--- src/hw/rtl/round_robin_task_scheduler_top_macros.svh ---
// Assertion macros used by the round-robin task scheduler datapath.
// Depends on nothing; included by the modules that carry assertions.
`ifndef ROUND_ROBIN_TASK_SCHEDULER_TOP_MACROS_SVH
`define ROUND_ROBIN_TASK_SCHEDULER_TOP_MACROS_SVH

// A property that must hold at every clock edge outside reset.
`define RRTS_ASSERT(lbl, clk, rst, prop, msg) \
   lbl: assert property (@(posedge clk) disable iff (rst) (prop)) \
      else $error(msg);

// A condition that must hold in the same cycle as its trigger.
`define RRTS_ASSERT_IMPLY(lbl, clk, rst, ante, cons, msg) \
   lbl: assert property (@(posedge clk) disable iff (rst) (ante) |-> (cons)) \
      else $error(msg);

`endif

--- src/hw/rtl/rrts_pkg.sv ---
// Package for the round-robin task scheduler: sizes, codes and the
// command, status and result types. Depends on nothing.
`timescale 1ns / 1ps

package rrts_pkg;

   localparam int SLOT_COUNT = 16;
   localparam int SLOT_W     = (SLOT_COUNT > 1) ? $clog2(SLOT_COUNT) : 1;
   localparam int STEP_W     = $clog2(SLOT_COUNT + 1);
   localparam int LIVE_W     = $clog2(SLOT_COUNT + 1);

   localparam int MODE_W  = 3;
   localparam int PTR_W   = 32;
   localparam int SIDX_W  = 4;
   localparam int ID_W    = 16;
   localparam int TICK_W  = 32;
   localparam int STATE_W = 2;
   localparam int RSLOT_W = 4;
   localparam int RLIVE_W = 5;

   localparam logic [MODE_W-1:0] MODE_CREATE  = 3'd0;
   localparam logic [MODE_W-1:0] MODE_EXIT    = 3'd1;
   localparam logic [MODE_W-1:0] MODE_RESCHED = 3'd2;
   localparam logic [MODE_W-1:0] MODE_IRQ_RET = 3'd3;
   localparam logic [MODE_W-1:0] MODE_READ    = 3'd4;

   localparam logic [STATE_W-1:0] ST_UNUSED     = 2'd0;
   localparam logic [STATE_W-1:0] ST_READY      = 2'd1;
   localparam logic [STATE_W-1:0] ST_RUNNING    = 2'd2;
   localparam logic [STATE_W-1:0] ST_TERMINATED = 2'd3;

   typedef struct packed {
      logic                 status;
      logic [PTR_W-1:0]     resume_pointer;
      logic                 switched;
      logic [ID_W-1:0]      created_id;
      logic [RSLOT_W-1:0]   running_slot;
      logic [ID_W-1:0]      running_id;
      logic [RLIVE_W-1:0]   live_count;
      logic [STATE_W-1:0]   slot_state;
      logic [TICK_W-1:0]    slot_ticks;
      logic [ID_W-1:0]      slot_id;
   } rsp_payload_type;

   typedef struct packed {
      logic in_ready;
      logic exec_exit;
      logic exec_resched;
      logic create_fill;
      logic create_full;
      logic scan_next;
      logic irq_resume;
      logic irq_save;
      logic irq_pick;
      logic irq_none;
      logic irq_load;
      logic read_load;
      logic out_load;
   } ctl_cmd_type;

   typedef struct packed {
      logic              req_valid;
      logic [MODE_W-1:0] mode;
      logic              slot_free;
      logic              addr_last;
      logic              runnable;
      logic              steps_done;
      logic              irq_switch_ok;
      logic              out_free;
   } ctl_status_type;

endpackage

--- src/hw/rtl/rrts_ifs.sv ---
// Request and response channel interfaces of the task scheduler.
// Depends on rrts_pkg for the field widths.
`timescale 1ns / 1ps

interface rrts_req_if;
   import rrts_pkg::*;

   logic              valid;
   logic              ready;
   logic [MODE_W-1:0] mode;
   logic [PTR_W-1:0]  context_pointer;
   logic [SIDX_W-1:0] slot_index;

   modport source (output valid, mode, context_pointer, slot_index, input ready);
   modport sink (input valid, mode, context_pointer, slot_index, output ready);
endinterface

interface rrts_rsp_if;
   import rrts_pkg::*;

   logic               valid;
   logic               ready;
   logic               status;
   logic [PTR_W-1:0]   resume_pointer;
   logic               switched;
   logic [ID_W-1:0]    created_id;
   logic [RSLOT_W-1:0] running_slot;
   logic [ID_W-1:0]    running_id;
   logic [RLIVE_W-1:0] live_count;
   logic [STATE_W-1:0] slot_state;
   logic [TICK_W-1:0]  slot_ticks;
   logic [ID_W-1:0]    slot_id;

   modport source (output valid, status, resume_pointer, switched, created_id,
                   running_slot, running_id, live_count, slot_state, slot_ticks,
                   slot_id, input ready);
   modport sink (input valid, status, resume_pointer, switched, created_id,
                 running_slot, running_id, live_count, slot_state, slot_ticks,
                 slot_id, output ready);
endinterface

--- src/hw/rtl/rrts_ctrl.sv ---
// Sequencing state machine of the task scheduler.
// Depends on rrts_pkg; drives the datapath through command signals only.
`timescale 1ns / 1ps

module rrts_ctrl (
   input  logic                    clock,
   input  logic                    reset,
   input  rrts_pkg::ctl_status_type sts,
   output rrts_pkg::ctl_cmd_type    cmd
);
   import rrts_pkg::*;

   typedef enum logic [6:0] {
      S_IDLE        = 7'b0000001,
      S_DISPATCH    = 7'b0000010,
      S_CREATE_SCAN = 7'b0000100,
      S_IRQ_SCAN    = 7'b0001000,
      S_IRQ_LOAD    = 7'b0010000,
      S_READ_LOAD   = 7'b0100000,
      S_FINISH      = 7'b1000000
   } fsm_type;

   fsm_type state_ff, state_in;

   always_comb begin
      state_in = state_ff;
      cmd      = '0;
      case (state_ff)
         S_IDLE: begin
            cmd.in_ready = 1'b1;
            if (sts.req_valid) begin
               state_in = S_DISPATCH;
            end
         end
         S_DISPATCH: begin
            case (sts.mode)
               MODE_CREATE: begin
                  state_in = S_CREATE_SCAN;
               end
               MODE_EXIT: begin
                  cmd.exec_exit = 1'b1;
                  state_in      = S_FINISH;
               end
               MODE_RESCHED: begin
                  cmd.exec_resched = 1'b1;
                  state_in         = S_FINISH;
               end
               MODE_IRQ_RET: begin
                  cmd.irq_resume = 1'b1;
                  if (sts.irq_switch_ok) begin
                     cmd.irq_save = 1'b1;
                     state_in     = S_IRQ_SCAN;
                  end else begin
                     state_in = S_FINISH;
                  end
               end
               MODE_READ: begin
                  state_in = S_READ_LOAD;
               end
               default: begin
                  state_in = S_FINISH;
               end
            endcase
         end
         S_CREATE_SCAN: begin
            if (sts.slot_free) begin
               cmd.create_fill = 1'b1;
               state_in        = S_FINISH;
            end else if (sts.addr_last) begin
               cmd.create_full = 1'b1;
               state_in        = S_FINISH;
            end else begin
               cmd.scan_next = 1'b1;
            end
         end
         S_IRQ_SCAN: begin
            if (sts.runnable) begin
               cmd.irq_pick = 1'b1;
               state_in     = S_IRQ_LOAD;
            end else if (sts.steps_done) begin
               cmd.irq_none = 1'b1;
               state_in     = S_FINISH;
            end else begin
               cmd.scan_next = 1'b1;
            end
         end
         S_IRQ_LOAD: begin
            cmd.irq_load = 1'b1;
            state_in     = S_FINISH;
         end
         S_READ_LOAD: begin
            cmd.read_load = 1'b1;
            state_in      = S_FINISH;
         end
         S_FINISH: begin
            // The result waits here until the output register is free.
            if (sts.out_free) begin
               cmd.out_load = 1'b1;
               state_in     = S_IDLE;
            end
         end
         default: begin
            state_in = S_IDLE;
         end
      endcase
   end

   always_ff @(posedge clock) begin
      if (reset) begin
         state_ff <= S_IDLE;
      end else begin
         state_ff <= state_in;
      end
   end

endmodule

--- src/hw/rtl/rrts_dpath.sv ---
// Datapath of the task scheduler: slot table, pointer, id and tick memories,
// scheduler registers and the output register. Depends on rrts_pkg.
`timescale 1ns / 1ps
`include "round_robin_task_scheduler_top_macros.svh"

module rrts_dpath (
   input  logic                     clock,
   input  logic                     reset,
   input  rrts_pkg::ctl_cmd_type    cmd,
   output rrts_pkg::ctl_status_type sts,
   rrts_req_if.sink                 req_if,
   rrts_rsp_if.source               rsp_if
);
   import rrts_pkg::*;

   function automatic logic [SLOT_W-1:0] wrap_inc(input logic [SLOT_W-1:0] v);
      logic [SLOT_W-1:0] r;
      if (v == SLOT_W'(SLOT_COUNT - 1)) begin
         r = '0;
      end else begin
         r = v + 1'b1;
      end
      return r;
   endfunction

   // Scheduler state.
   logic [STATE_W-1:0] slot_st_ff [SLOT_COUNT];
   logic [STATE_W-1:0] slot_st_in [SLOT_COUNT];
   logic               cnt_vld_ff [SLOT_COUNT];
   logic               cnt_vld_in [SLOT_COUNT];
   logic [SLOT_W-1:0]  run_idx_ff, run_idx_in;
   logic [ID_W-1:0]    run_id_ff, run_id_in;
   logic [LIVE_W-1:0]  live_ff, live_in;
   logic [ID_W-1:0]    next_id_ff, next_id_in;
   logic               pend_ff, pend_in;

   // Scan address and step count.
   logic [SLOT_W-1:0]  addr_ff, addr_in;
   logic [STEP_W-1:0]  step_ff, step_in;

   // Item being worked on and its partial result.
   logic [MODE_W-1:0]  mode_ff, mode_in;
   logic [PTR_W-1:0]   ptr_ff, ptr_in;
   logic [SIDX_W-1:0]  sidx_ff, sidx_in;
   logic               status_ff, status_in;
   logic [PTR_W-1:0]   resume_ff, resume_in;
   logic               switched_ff, switched_in;
   logic [ID_W-1:0]    created_ff, created_in;
   logic [STATE_W-1:0] rd_state_ff, rd_state_in;
   logic [TICK_W-1:0]  rd_ticks_ff, rd_ticks_in;
   logic [ID_W-1:0]    rd_id_ff, rd_id_in;

   // Output register.
   logic               rsp_valid_ff, rsp_valid_in;
   rsp_payload_type    rsp_data_ff, rsp_data_in;

   // Memories with registered reads at the scan address.
   logic [PTR_W-1:0]   ptr_mem [SLOT_COUNT];
   logic [ID_W-1:0]    id_mem [SLOT_COUNT];
   logic [TICK_W-1:0]  cnt_mem [SLOT_COUNT];
   logic [PTR_W-1:0]   ptr_rd_ff;
   logic [ID_W-1:0]    id_rd_ff;
   logic [TICK_W-1:0]  cnt_rd_ff;
   logic               ptr_we;
   logic [SLOT_W-1:0]  ptr_waddr;
   logic               cnt_we;
   logic [TICK_W-1:0]  cnt_base;

   logic               req_fire;
   logic               out_free;
   logic [STATE_W-1:0] cur_st;
   logic               runnable;

   assign req_fire = req_if.valid && req_if.ready;
   assign out_free = !rsp_valid_ff || rsp_if.ready;
   assign cur_st   = slot_st_ff[addr_ff];
   assign runnable = (cur_st == ST_READY) || (cur_st == ST_RUNNING);
   assign cnt_base = cnt_vld_ff[addr_ff] ? cnt_rd_ff : '0;

   assign sts.req_valid     = req_if.valid;
   assign sts.mode          = mode_ff;
   assign sts.slot_free     = (cur_st == ST_UNUSED);
   assign sts.addr_last     = (addr_ff == SLOT_W'(SLOT_COUNT - 1));
   assign sts.runnable      = runnable;
   assign sts.steps_done    = (step_ff == STEP_W'(SLOT_COUNT));
   assign sts.irq_switch_ok = pend_ff && (live_ff > LIVE_W'(1));
   assign sts.out_free      = out_free;

   assign ptr_we    = cmd.create_fill || cmd.irq_save;
   assign ptr_waddr = cmd.irq_save ? run_idx_ff : addr_ff;
   assign cnt_we    = cmd.irq_load;

   always_comb begin
      slot_st_in   = slot_st_ff;
      cnt_vld_in   = cnt_vld_ff;
      run_idx_in   = run_idx_ff;
      run_id_in    = run_id_ff;
      live_in      = live_ff;
      next_id_in   = next_id_ff;
      pend_in      = pend_ff;
      addr_in      = addr_ff;
      step_in      = step_ff;
      mode_in      = mode_ff;
      ptr_in       = ptr_ff;
      sidx_in      = sidx_ff;
      status_in    = status_ff;
      resume_in    = resume_ff;
      switched_in  = switched_ff;
      created_in   = created_ff;
      rd_state_in  = rd_state_ff;
      rd_ticks_in  = rd_ticks_ff;
      rd_id_in     = rd_id_ff;
      rsp_valid_in = rsp_valid_ff;
      rsp_data_in  = rsp_data_ff;

      if (req_fire) begin
         mode_in     = req_if.mode;
         ptr_in      = req_if.context_pointer;
         sidx_in     = req_if.slot_index;
         status_in   = 1'b0;
         resume_in   = '0;
         switched_in = 1'b0;
         created_in  = '0;
         rd_state_in = '0;
         rd_ticks_in = '0;
         rd_id_in    = '0;
         step_in     = '0;
         // A read addresses its slot directly; create scans from slot 1.
         if (req_if.mode == MODE_READ) begin
            addr_in = SLOT_W'(req_if.slot_index);
         end else begin
            addr_in = SLOT_W'(1);
         end
      end

      if (cmd.exec_exit) begin
         if (run_idx_ff != '0) begin
            slot_st_in[run_idx_ff] = ST_TERMINATED;
            if (live_ff != '0) begin
               live_in = live_ff - 1'b1;
            end
         end
         pend_in = 1'b1;
      end

      if (cmd.exec_resched) begin
         pend_in = 1'b1;
      end

      if (cmd.create_fill) begin
         slot_st_in[addr_ff] = ST_READY;
         cnt_vld_in[addr_ff] = 1'b0;
         next_id_in          = next_id_ff + 1'b1;
         live_in             = live_ff + 1'b1;
         created_in          = next_id_ff;
      end

      if (cmd.create_full) begin
         status_in = 1'b1;
      end

      if (cmd.scan_next) begin
         addr_in = wrap_inc(addr_ff);
         step_in = step_ff + 1'b1;
      end

      if (cmd.irq_resume) begin
         resume_in = ptr_ff;
         pend_in   = 1'b0;
      end

      if (cmd.irq_save) begin
         // The running task is demoted so that the scan may pick it again.
         if (slot_st_ff[run_idx_ff] == ST_RUNNING) begin
            slot_st_in[run_idx_ff] = ST_READY;
         end
         addr_in = wrap_inc(run_idx_ff);
         step_in = STEP_W'(1);
      end

      if (cmd.irq_pick) begin
         slot_st_in[addr_ff] = ST_RUNNING;
         switched_in         = (addr_ff != run_idx_ff);
         run_idx_in          = addr_ff;
      end

      if (cmd.irq_none) begin
         slot_st_in[run_idx_ff] = ST_RUNNING;
      end

      if (cmd.irq_load) begin
         resume_in           = ptr_rd_ff;
         cnt_vld_in[addr_ff] = 1'b1;
         if (addr_ff == '0) begin
            run_id_in = '0;
         end else begin
            run_id_in = id_rd_ff;
         end
      end

      if (cmd.read_load) begin
         if (int'(sidx_ff) < SLOT_COUNT) begin
            rd_state_in = cur_st;
            rd_ticks_in = cnt_base;
            if (addr_ff == '0) begin
               rd_id_in = '0;
            end else begin
               rd_id_in = id_rd_ff;
            end
         end
      end

      if (cmd.out_load) begin
         rsp_valid_in                = 1'b1;
         rsp_data_in.status          = status_ff;
         rsp_data_in.resume_pointer  = resume_ff;
         rsp_data_in.switched        = switched_ff;
         rsp_data_in.created_id      = created_ff;
         rsp_data_in.running_slot    = RSLOT_W'(run_idx_ff);
         rsp_data_in.running_id      = run_id_ff;
         rsp_data_in.live_count      = RLIVE_W'(live_ff);
         rsp_data_in.slot_state      = rd_state_ff;
         rsp_data_in.slot_ticks      = rd_ticks_ff;
         rsp_data_in.slot_id         = rd_id_ff;
      end else if (rsp_valid_ff && rsp_if.ready) begin
         rsp_valid_in = 1'b0;
      end
   end

   always_ff @(posedge clock) begin
      if (reset) begin
         for (int i = 0; i < SLOT_COUNT; i++) begin
            slot_st_ff[i] <= (i == 0) ? ST_RUNNING : ST_UNUSED;
            cnt_vld_ff[i] <= 1'b0;
         end
         run_idx_ff   <= '0;
         run_id_ff    <= '0;
         live_ff      <= LIVE_W'(1);
         next_id_ff   <= ID_W'(1);
         pend_ff      <= 1'b0;
         addr_ff      <= '0;
         step_ff      <= '0;
         rsp_valid_ff <= 1'b0;
      end else begin
         slot_st_ff   <= slot_st_in;
         cnt_vld_ff   <= cnt_vld_in;
         run_idx_ff   <= run_idx_in;
         run_id_ff    <= run_id_in;
         live_ff      <= live_in;
         next_id_ff   <= next_id_in;
         pend_ff      <= pend_in;
         addr_ff      <= addr_in;
         step_ff      <= step_in;
         rsp_valid_ff <= rsp_valid_in;
      end
   end

   always_ff @(posedge clock) begin
      mode_ff     <= mode_in;
      ptr_ff      <= ptr_in;
      sidx_ff     <= sidx_in;
      status_ff   <= status_in;
      resume_ff   <= resume_in;
      switched_ff <= switched_in;
      created_ff  <= created_in;
      rd_state_ff <= rd_state_in;
      rd_ticks_ff <= rd_ticks_in;
      rd_id_ff    <= rd_id_in;
      rsp_data_ff <= rsp_data_in;
   end

   always_ff @(posedge clock) begin
      if (ptr_we) begin
         ptr_mem[ptr_waddr] <= ptr_ff;
      end
      ptr_rd_ff <= ptr_mem[addr_ff];
   end

   always_ff @(posedge clock) begin
      if (cmd.create_fill) begin
         id_mem[addr_ff] <= next_id_ff;
      end
      id_rd_ff <= id_mem[addr_ff];
   end

   always_ff @(posedge clock) begin
      if (cnt_we) begin
         cnt_mem[addr_ff] <= cnt_base + 1'b1;
      end
      cnt_rd_ff <= cnt_mem[addr_ff];
   end

   assign req_if.ready = cmd.in_ready;

   assign rsp_if.valid          = rsp_valid_ff;
   assign rsp_if.status         = rsp_data_ff.status;
   assign rsp_if.resume_pointer = rsp_data_ff.resume_pointer;
   assign rsp_if.switched       = rsp_data_ff.switched;
   assign rsp_if.created_id     = rsp_data_ff.created_id;
   assign rsp_if.running_slot   = rsp_data_ff.running_slot;
   assign rsp_if.running_id     = rsp_data_ff.running_id;
   assign rsp_if.live_count     = rsp_data_ff.live_count;
   assign rsp_if.slot_state     = rsp_data_ff.slot_state;
   assign rsp_if.slot_ticks     = rsp_data_ff.slot_ticks;
   assign rsp_if.slot_id        = rsp_data_ff.slot_id;

   `RRTS_ASSERT(a_idle_slot_alive, clock, reset, slot_st_ff[0] == ST_RUNNING || slot_st_ff[0] == ST_READY, "idle slot left the runnable states")
   `RRTS_ASSERT(a_live_bound, clock, reset, live_ff <= LIVE_W'(SLOT_COUNT), "live count exceeds the slot count")
   `RRTS_ASSERT_IMPLY(a_load_when_free, clock, reset, cmd.out_load, out_free, "result loaded over an untaken item")
   `RRTS_ASSERT_IMPLY(a_pick_runnable, clock, reset, cmd.irq_pick, runnable, "scheduler picked a slot that is not runnable")

endmodule

--- src/hw/rtl/round_robin_task_scheduler_top.sv ---
// Sequence: exit, reschedule and unknown modes go from dispatch to the finish state;
// a slot read passes through the read load state; create scans for a free slot, one slot per cycle;
// interrupt return goes to the finish state, or when it reschedules scans one slot per scan cycle
// and then loads the chosen task. The controller holds one item at a time.
// Reset: synchronous, active high; slot 0 running, others unused, tick counts zero.
`timescale 1ns / 1ps

module round_robin_task_scheduler_top (
   input logic        clock,
   input logic        reset,
   rrts_req_if.sink   req_if,
   rrts_rsp_if.source rsp_if
);
   import rrts_pkg::*;

   ctl_cmd_type    cmd;
   ctl_status_type sts;

   rrts_ctrl u_ctrl (
      .clock (clock),
      .reset (reset),
      .sts   (sts),
      .cmd   (cmd)
   );

   rrts_dpath u_dpath (
      .clock  (clock),
      .reset  (reset),
      .cmd    (cmd),
      .sts    (sts),
      .req_if (req_if),
      .rsp_if (rsp_if)
   );

endmodule

--- src/flat_wrapper.sv ---
// flat-port wrapper written by rule: the top's interface ports become plain ports
module round_robin_task_scheduler_top_flat import rrts_pkg::*;
  (clock, reset, req_if_valid, req_if_mode, req_if_context_pointer, req_if_slot_index, req_if_ready, rsp_if_valid, rsp_if_status, rsp_if_resume_pointer, rsp_if_switched, rsp_if_created_id, rsp_if_running_slot, rsp_if_running_id, rsp_if_live_count, rsp_if_slot_state, rsp_if_slot_ticks, rsp_if_slot_id, rsp_if_ready);
  rrts_req_if req_if_i ();
  rrts_rsp_if rsp_if_i ();
  input logic clock;
  input logic reset;
  input wire logic [$bits(req_if_i.valid)-1:0] req_if_valid;
  input wire logic [$bits(req_if_i.mode)-1:0] req_if_mode;
  input wire logic [$bits(req_if_i.context_pointer)-1:0] req_if_context_pointer;
  input wire logic [$bits(req_if_i.slot_index)-1:0] req_if_slot_index;
  output wire logic [$bits(req_if_i.ready)-1:0] req_if_ready;
  output wire logic [$bits(rsp_if_i.valid)-1:0] rsp_if_valid;
  output wire logic [$bits(rsp_if_i.status)-1:0] rsp_if_status;
  output wire logic [$bits(rsp_if_i.resume_pointer)-1:0] rsp_if_resume_pointer;
  output wire logic [$bits(rsp_if_i.switched)-1:0] rsp_if_switched;
  output wire logic [$bits(rsp_if_i.created_id)-1:0] rsp_if_created_id;
  output wire logic [$bits(rsp_if_i.running_slot)-1:0] rsp_if_running_slot;
  output wire logic [$bits(rsp_if_i.running_id)-1:0] rsp_if_running_id;
  output wire logic [$bits(rsp_if_i.live_count)-1:0] rsp_if_live_count;
  output wire logic [$bits(rsp_if_i.slot_state)-1:0] rsp_if_slot_state;
  output wire logic [$bits(rsp_if_i.slot_ticks)-1:0] rsp_if_slot_ticks;
  output wire logic [$bits(rsp_if_i.slot_id)-1:0] rsp_if_slot_id;
  input wire logic [$bits(rsp_if_i.ready)-1:0] rsp_if_ready;
  assign req_if_i.valid = req_if_valid;
  assign req_if_i.mode = req_if_mode;
  assign req_if_i.context_pointer = req_if_context_pointer;
  assign req_if_i.slot_index = req_if_slot_index;
  assign req_if_ready = req_if_i.ready;
  assign rsp_if_valid = rsp_if_i.valid;
  assign rsp_if_status = rsp_if_i.status;
  assign rsp_if_resume_pointer = rsp_if_i.resume_pointer;
  assign rsp_if_switched = rsp_if_i.switched;
  assign rsp_if_created_id = rsp_if_i.created_id;
  assign rsp_if_running_slot = rsp_if_i.running_slot;
  assign rsp_if_running_id = rsp_if_i.running_id;
  assign rsp_if_live_count = rsp_if_i.live_count;
  assign rsp_if_slot_state = rsp_if_i.slot_state;
  assign rsp_if_slot_ticks = rsp_if_i.slot_ticks;
  assign rsp_if_slot_id = rsp_if_i.slot_id;
  assign rsp_if_i.ready = rsp_if_ready;
  round_robin_task_scheduler_top u_core (.clock(clock), .reset(reset), .req_if(req_if_i), .rsp_if(rsp_if_i));
endmodule
--- config.mk ---
export PLATFORM = sky130hd
export DESIGN_NAME = round_robin_task_scheduler_top_flat
export DESIGN_NICKNAME = d
export VERILOG_FILES = /design/src/hw/rtl/rrts_pkg.sv /design/src/hw/rtl/rrts_ifs.sv /design/src/hw/rtl/rrts_ctrl.sv /design/src/hw/rtl/rrts_dpath.sv /design/src/hw/rtl/round_robin_task_scheduler_top.sv /design/src/flat_wrapper.sv
export VERILOG_INCLUDE_DIRS = /design/src /design/src/hw/rtl
export SDC_FILE = /design/constraint.sdc
export NUM_CORES = 2
export LEC_CHECK = 0
export BUFFER_PORTS_ARGS = -buffer_cell sky130_fd_sc_hd__buf_2
export CAP_MARGIN = 20
export CORE_MARGIN = 1.5
export CORE_UTILIZATION = 40
export CTS_BUF_LIST = sky130_fd_sc_hd__clkbuf_4 sky130_fd_sc_hd__clkbuf_8
export CTS_CLUSTER_SIZE = 25
export DETAILED_ROUTE_END_ITERATION = 10
export GPL_ROUTABILITY_DRIVEN = 0
export GPL_TIMING_DRIVEN = 1
export SLEW_MARGIN = 20
export SYNTH_ARGS = -nofsm -noshare
export SYNTH_HDL_FRONTEND = slang
export SYNTH_SLANG_ARGS = --single-unit
--- constraint.sdc ---
create_clock -name clock -period 17.2 [get_ports clock]
set_input_delay 1.72 -clock clock [delete_from_list [all_inputs] [get_ports clock]]
set_output_delay 1.72 -clock clock [all_outputs]
set_load 0.01 [all_outputs]
Yosys cells after proc, flatten, opt, wreduce, memory -nomap -nowiden
Memory sizes are Yosys's and may differ from the RTL's. A register that Yosys moved wholly into a read port is not among the register bits.
Cells that the tools add are included.
{"block": "op_classes", "add_sub_neg": 7, "n_lt_le_gt_ge": 5, "eq_ne": 23, "mux": 93, "bitwise": 18, "reduce_logical": 30}
{"operator": "$mux W32", "count": 12}
{"operator": "$mux W16", "count": 6}
{"operator": "$and A16 B16 Y16", "count": 5}
{"operator": "$not A16 Y16", "count": 5}
{"operator": "$or A16 B16 Y16", "count": 5}
{"operator": "$mux W7", "count": 7}
{"operator": "$pmux W7 S6", "count": 1}
{"operator": "$add A32 B1 Y32 const B", "count": 1}
{"operator": "$mux W1", "count": 32}
{"operator": "$or A32 B32 Y32", "count": 1}
{"operator": "$mux W5", "count": 6}
{"operator": "$mux W2", "count": 14}
{"operator": "$mux W4", "count": 7}
{"operator": "$pmux W7 S3", "count": 1}
{"operator": "$reduce_bool A2 Y1", "count": 9}
{"operator": "$add A16 B1 Y16 const B", "count": 1}
{"operator": "$bmux W2 S4", "count": 2}
{"operator": "$demux W2 S4", "count": 2}
{"operator": "$add A5 B1 Y5 const B", "count": 2}
{"operator": "$ge A5 B5 Y1 const B", "count": 2}
{"operator": "$lt A5 B1 Y1 const B", "count": 2}
{"operator": "$not A4 Y5", "count": 2}
{"operator": "$add A4 B1 Y4 const B", "count": 2}
{"operator": "$eq A4 B4 Y1 const B", "count": 2}
{"operator": "34 further kinds", "count": 47}
{"block": "totals", "regBits": 367, "ram_bits": 1280, "word_cells": 240, "n_memories": 3}
{"name": "u_core.u_dpath.cnt_mem", "depth": 16, "width": 32, "read_ports": 1, "rd_clocked_by_memory_dff": 1, "write_ports": 1, "line_no": "rrts_dpath.sv:60", "text": "logic [TICK_W-1:0] cnt_mem [SLOT_COUNT];"}
{"name": "u_core.u_dpath.ptr_mem", "depth": 16, "width": 32, "read_ports": 1, "rd_clocked_by_memory_dff": 1, "write_ports": 1, "line_no": "rrts_dpath.sv:58", "text": "logic [PTR_W-1:0] ptr_mem [SLOT_COUNT];"}
{"name": "u_core.u_dpath.id_mem", "depth": 16, "width": 16, "read_ports": 1, "rd_clocked_by_memory_dff": 1, "write_ports": 1, "line_no": "rrts_dpath.sv:59", "text": "logic [ID_W-1:0] id_mem [SLOT_COUNT];"}

Depth between registers and ports, before layout
{"block": "logic_depth", "word_depth": 17, "ltp_mapped": 16}

Hierarchy
Synthesis repeated with hierarchy kept, for this count alone.
{"block": "hier_totals", "cells_unflattened": 3181, "area_unflattened_um2": 65415.2}
{"mod": "rrts_dpath", "instances": 1, "cells_per_inst": 3107, "area_per_inst_um2": 64849.7, "seq_area_each_um2": 49837.8}
{"mod": "rrts_ctrl", "instances": 1, "cells_per_inst": 74, "area_per_inst_um2": 565.5, "seq_area_each_um2": 140.1}

Worst setup path before layout
Ideal clock, no wire load.
{"block": "synth_timing", "path_type": "input port to flip-flop", "start": "in rsp_if_ready", "end": "reg u_core.u_dpath.rsp_data_ff (netlist bit u_core.u_dpath.rsp_if.created_id[0]) (enable)", "setup_time_ps": 625, "t_arrival_ps": 7361, "setup_slack_ps": 9214, "path_stages": 2, "path_buffers": 0, "path_cell_list": "nand2b_1 -> nor2b_1"}
{"item": "start: declaration", "line_no": "flat_wrapper.sv:24", "text": "input wire logic [$bits(rsp_if_i.ready)-1:0] rsp_if_ready;"}
{"item": "end signal: assignment", "line_no": "rrts_dpath.sv:269", "text": "rsp_data_ff <= rsp_data_in;"}
{"item": "end: declaration", "line_no": "rrts_dpath.sv:55", "text": "rsp_payload_type rsp_data_ff, rsp_data_in;"}

Worst setup path in the final report
{"block": "layout_timing", "start": "reg u_core.u_dpath.addr_ff[1]", "end": "mem u_core.u_dpath.ptr_mem[15][30] (enable)"}
{"block": "layout_between", "elab_chain_cells": 10, "word_cells_on_any_way": 11, "cone_classes": "mux (8); bitwise (1); reduce/logical (2)"}
{"item": "start: declaration", "line_no": "rrts_dpath.sv:38", "text": "logic [SLOT_W-1:0] addr_ff, addr_in;"}
{"item": "start signal: assignment", "line_no": "rrts_dpath.sv:252", "text": "addr_ff <= addr_in;"}
{"item": "$not A4 Y5 (not written as such)", "line_no": "rrts_dpath.sv:76", "text": "assign cur_st = slot_st_ff[addr_ff];"}
{"item": "$bmux W2 S4", "line_no": "rrts_dpath.sv:76"}
{"item": "$mux W2 (not written as such) (2 in series)", "line_no": "rrts_dpath.sv:76"}
{"item": "$logic_not A2 Y1", "line_no": "rrts_dpath.sv:82", "text": "assign sts.slot_free = (cur_st == ST_UNUSED);"}
{"item": "$mux W1", "line_no": "rrts_ctrl.sv:66", "text": "if (sts.slot_free) begin"}
{"item": "$mux W2", "line_no": "rrts_ctrl.sv:28", "text": "case (state_ff)"}
{"item": "$logic_or A1 B1 Y1", "line_no": "rrts_dpath.sv:89", "text": "assign ptr_we = cmd.create_fill || cmd.irq_save;"}
{"item": "$mux W1", "line_no": "rrts_dpath.sv:273", "text": "if (ptr_we) begin"}
{"item": "$mux W1 (not written as such)", "line_no": "rrts_dpath.sv:274", "text": "ptr_mem[ptr_waddr] <= ptr_ff;"}
{"item": "end: declaration", "line_no": "rrts_dpath.sv:58"}
Several ways; a longest one is shown, not always the timed one. The select of a mux whose other input is x is not followed.

==> key figures <==
Synth
  • Net Count, Synth: 3,214
  • Post-synth cell types: 69
  • Cell Area, Synth: 64,900 µm²
  • Synth Flop Type: edfxtp_1
  • Yosys top cell by area: edfxtp_1
  • Sequential-to-total area share from yosys stat: 77.1%
  • Post-synth top area share: 71.3%
  • EDFF count, synth: 1,539
  • FF+latch count, synth: 1,727
  • YS warnings: 0
  • Most area-consuming cells after synthesis: edfxtp_1, mux4_2, dfxtp_1
  • FFs w/ async S/R, synth: 0%
  • Mean post-synth cell area: 20.6 µm²
  • Post-Synthesis Cells: 3,154

Timing
  • Minimum clock period: 6070 ps
  • Slew Limit Fails: 0
  • Worst setup margin: 11,130 ps
  • Rel. slew slack: 25.0%
  • RSZ-0062 raised after global routing: no
  • Worst slew pin tran: 1090 ps
  • Fmax: 165 MHz
  • Final setup viols: 0
  • Setup Total Neg Slack: 0 ps
  • Final Skew: 72.4 ps
  • Final-report hold violation count: 0
  • Final Cycle Share: 35.3%

Floorplanning
  • FP Rows: 147
  • Core region area: 161,000 µm²
  • Die Span X: 406 µm
  • I/O Pins: 170
  • Initial Util: 40.3%
  • Die Height: 406 µm
  • Full die area: 165,000 µm²

Finish
  • Cell area after layout: 74,400 µm²
  • Synthesis-to-finish area growth: 14.8%
  • FILL cells: 13,515
  • Share of layout cells above drive strength 1: 32.1%
  • Commonest non-fill, non-tap cell in the layout: edfxtp_1
  • Core Util, Final: 46.3%
  • Leading cell types in the layout, fill and taps excluded: edfxtp_1, mux4_2, clkbuf_8
  • Net count, final: 3,595

Setup path
  • Critical path's top delay family: buffers and inverters
  • Worst Path Required: 17,770 ps
  • Crit path launch: u_core.u_dpath.addr_ff[1]
  • Peak per-stage delay on the critical path: 870 ps
  • Crit path capture type: register
  • Crit path max fanout: 65
  • CP most frequent cell: buf_4
  • CP max-delay cell: buf_4
  • Critical R2R Launch: u_core.u_dpath.addr_ff[1]
  • CP arrival: 6640 ps
  • Cell Chain, Critical Path: buf_4 > buf_4 > mux4_2 > mux2_2 > o21ai_0 > ha_1 > and4_1 > buf_4 > a32oi_1 > nor2_4 > buf_4
  • CP Launch Type: register
  • Crit path kind: reg2reg
  • Buf+Inv Stages, Crit Path: 4

Power
  • Maximum vdd drop: 0.0794 mV
  • Clock power frac: 42.1%
  • Leakage: 0.0236 µW
  • Pwr Density: 116 nW/µm²
  • Sequential Power Share: 54.3%
  • P_int: 6760 µW
  • Gate power share: 3.6%
  • Psw: 1830 µW
  • Net switching fraction of the power: 21.3%

Min path
  • Hold Path Class: reg2reg
  • HP Start: u_core.u_dpath.rd_state_ff[1]

Run status
  • Status: finished, final reports clean

Global route
  • Global-route wire length before repair: 223,000 µm
  • Largest net degree at the start of global routing: 135
  • Vias in the first global route: 33,404
  • Grt ovf: 0
  • Total GRT Usage: 18.6%
  • Initial antenna violation count: 5

Clocking
  • Resized Gates After CTS: 0
  • Hold Buf Count CTS: 0
  • Post-CTS setup buffers: 0
  • Max H-tree Level: 5
  • Num CTS Buffers: 303
  • Clk_lat worst skew: 1000 ps
  • Clock sinks: 1,727
  • CTS max path bufs: 4
  • Clock-pin slew on the worst setup and hold paths: 60 ps
  • CTS tree: yes
  • CTS Root Cell: clkbuf_8

Routing
  • First-pass DRT Iterations: 5
  • WL final: 152,000 µm
  • DRC errors left: 0
  • Post-DR vias/cell: 5.39
  • Vias after detailed routing: 31,871
  • Starting DRT DRC Count: 2,555
  • Wire length per cell: 25.6 µm
  • Post-route ant nets: 0

Place
  • IO buf count: 169
  • DP HPWL: 83,700 µm
  • Pre-CTS setup slack: 10,630 ps
  • Placed cell areas: 68,600 µm²

Run
  • Max-cap violations: 0
## synthesized netlist by cell type, drive strengths merged, types with 3 or more instances
library cell     n
nand4           18
nor3            32
inv             34
and3            25
o2111ai          3
o32ai            4
nand2b           3
o211a            3
xor2            36
and2            56
a211oi          10
mux4           415
ha              17
clkbuf         114
nand3           69
or3             10
a311o            9
nor2b           14
o21ai           29
a31oi            4
nor4             5
a22oi            5
xnor2           12
a22o            37
nand2          118
or2              5
edfxtp        1539
and4             3
o22a             4
a21oi           69
o2bb2ai          4
nand3b           3
o22ai            6
a311oi           6
nor3b            3
dfxtp          188
mux2i            6
nor2           159
buf             48
## metrics by stage
stage / total power, µW / hold WS, ps / instances
floorplan: 4950 / 400 / 3154
global placement: 5070 / 402 / 5385
detailed placement: 5070 / 405 / 5387
CTS: 8710 / 411 / 5908
global route: 8920 / 423 / 5913
finish: 8600 / 405 / 5915
## path summary, 6_finish.rpt
kind,to,slack [ps],cells past startpoint
max,u_core.u_dpath.ptr_mem[15][30],11130,11
min,u_core.u_dpath.rsp_if.slot_state[1],410,0
max reg2reg,u_core.u_dpath.ptr_mem[15][30],11130,11
min reg2reg,u_core.u_dpath.rsp_if.slot_state[1],410,0
## cell type report
type	instances	area, µm²	share of cell area, %
diodes	4	10.0	0.0134
clock buffers	438	5310	7.13
multi-input cells	1231	14400	19.4
inverters	34	128	0.171
clock inverters	83	457	0.613
repair buffers	238	1420	1.91
well taps	2160	2700	3.63
flip-flops and latches	1727	50000	67.2
## worst reg2reg max path: cells and delay by family (launching register included)
| family | cells | cell delay [ps] |
|---|---|---|
| buf+inv | 4 | 2790 |
| flops | 1 | 760 |
| mux | 2 | 690 |
| compound gates | 2 | 640 |
| simple gates | 2 | 470 |
| fa+ha+maj | 1 | 290 |
## power by group through the flow
| stage | sequential [µW] | combinational (µW) | clock (µW) |
|---|---|---|---|
| floorplan | 4720 | 230 | 0 |
| global placement | 4760 | 311 | 0 |
| detailed placement | 4760 | 314 | 0 |
| CTS | 4670 | 314 | 3720 |
| global route | 4680 | 332 | 3910 |
| finish | 4670 | 308 | 3620 |
## cells by family (layout without fill, tap and decap cells)
kind of cell / after synthesis / after routing / synth area share, %
buffers and inverters: 196 / 793 / 1.18
DFF: 1727 / 1727 / 77.1
other: 0 / 4 / 0
xor gates and xnor gates: 48 / 48 / 0.648
adders and majority gates: 17 / 17 / 0.328
AOI/OAI and AO/OA: 207 / 207 / 2.21
muxes: 423 / 423 / 14.5
and+or+nand+nor: 536 / 536 / 4.03
## registers in the layout, summed over array words and instances (netlist names), 16 cells and up, named ones only
signal / count
u_core.u_dpath.rsp_if.running_id: 16
u_core.u_dpath.ptr_rd_ff: 32
u_core.u_dpath.run_id_ff: 16
u_core.u_dpath.next_id_ff: 16
u_core.u_dpath.ptr_ff: 32
u_core.u_dpath.rd_ticks_ff: 32
u_core.u_dpath.created_ff: 16
u_core.u_dpath.id_rd_ff: 16
u_core.u_dpath.rd_id_ff: 16
u_core.u_dpath.rsp_if.resume_pointer: 32
u_core.u_dpath.id_mem: 256
u_core.u_dpath.cnt_rd_ff: 32
u_core.u_dpath.ptr_mem: 512
u_core.u_dpath.resume_ff: 32
u_core.u_dpath.rsp_if.slot_ticks: 32
u_core.u_dpath.cnt_mem: 512
u_core.u_dpath.slot_st_ff: 32
u_core.u_dpath.rsp_if.slot_id: 16
u_core.u_dpath.rsp_if.created_id: 16
## metal layers
layer,up-vias,GRT usage (%),share of wire [%]
met5,-,0,0.013
met4,2,5.59,2.1
met3,225,4.43,7.1
met2,1167,29.5,48
met1,16791,25.4,43
li1,13686,-,-
Power figures use the tool's default switching activity.
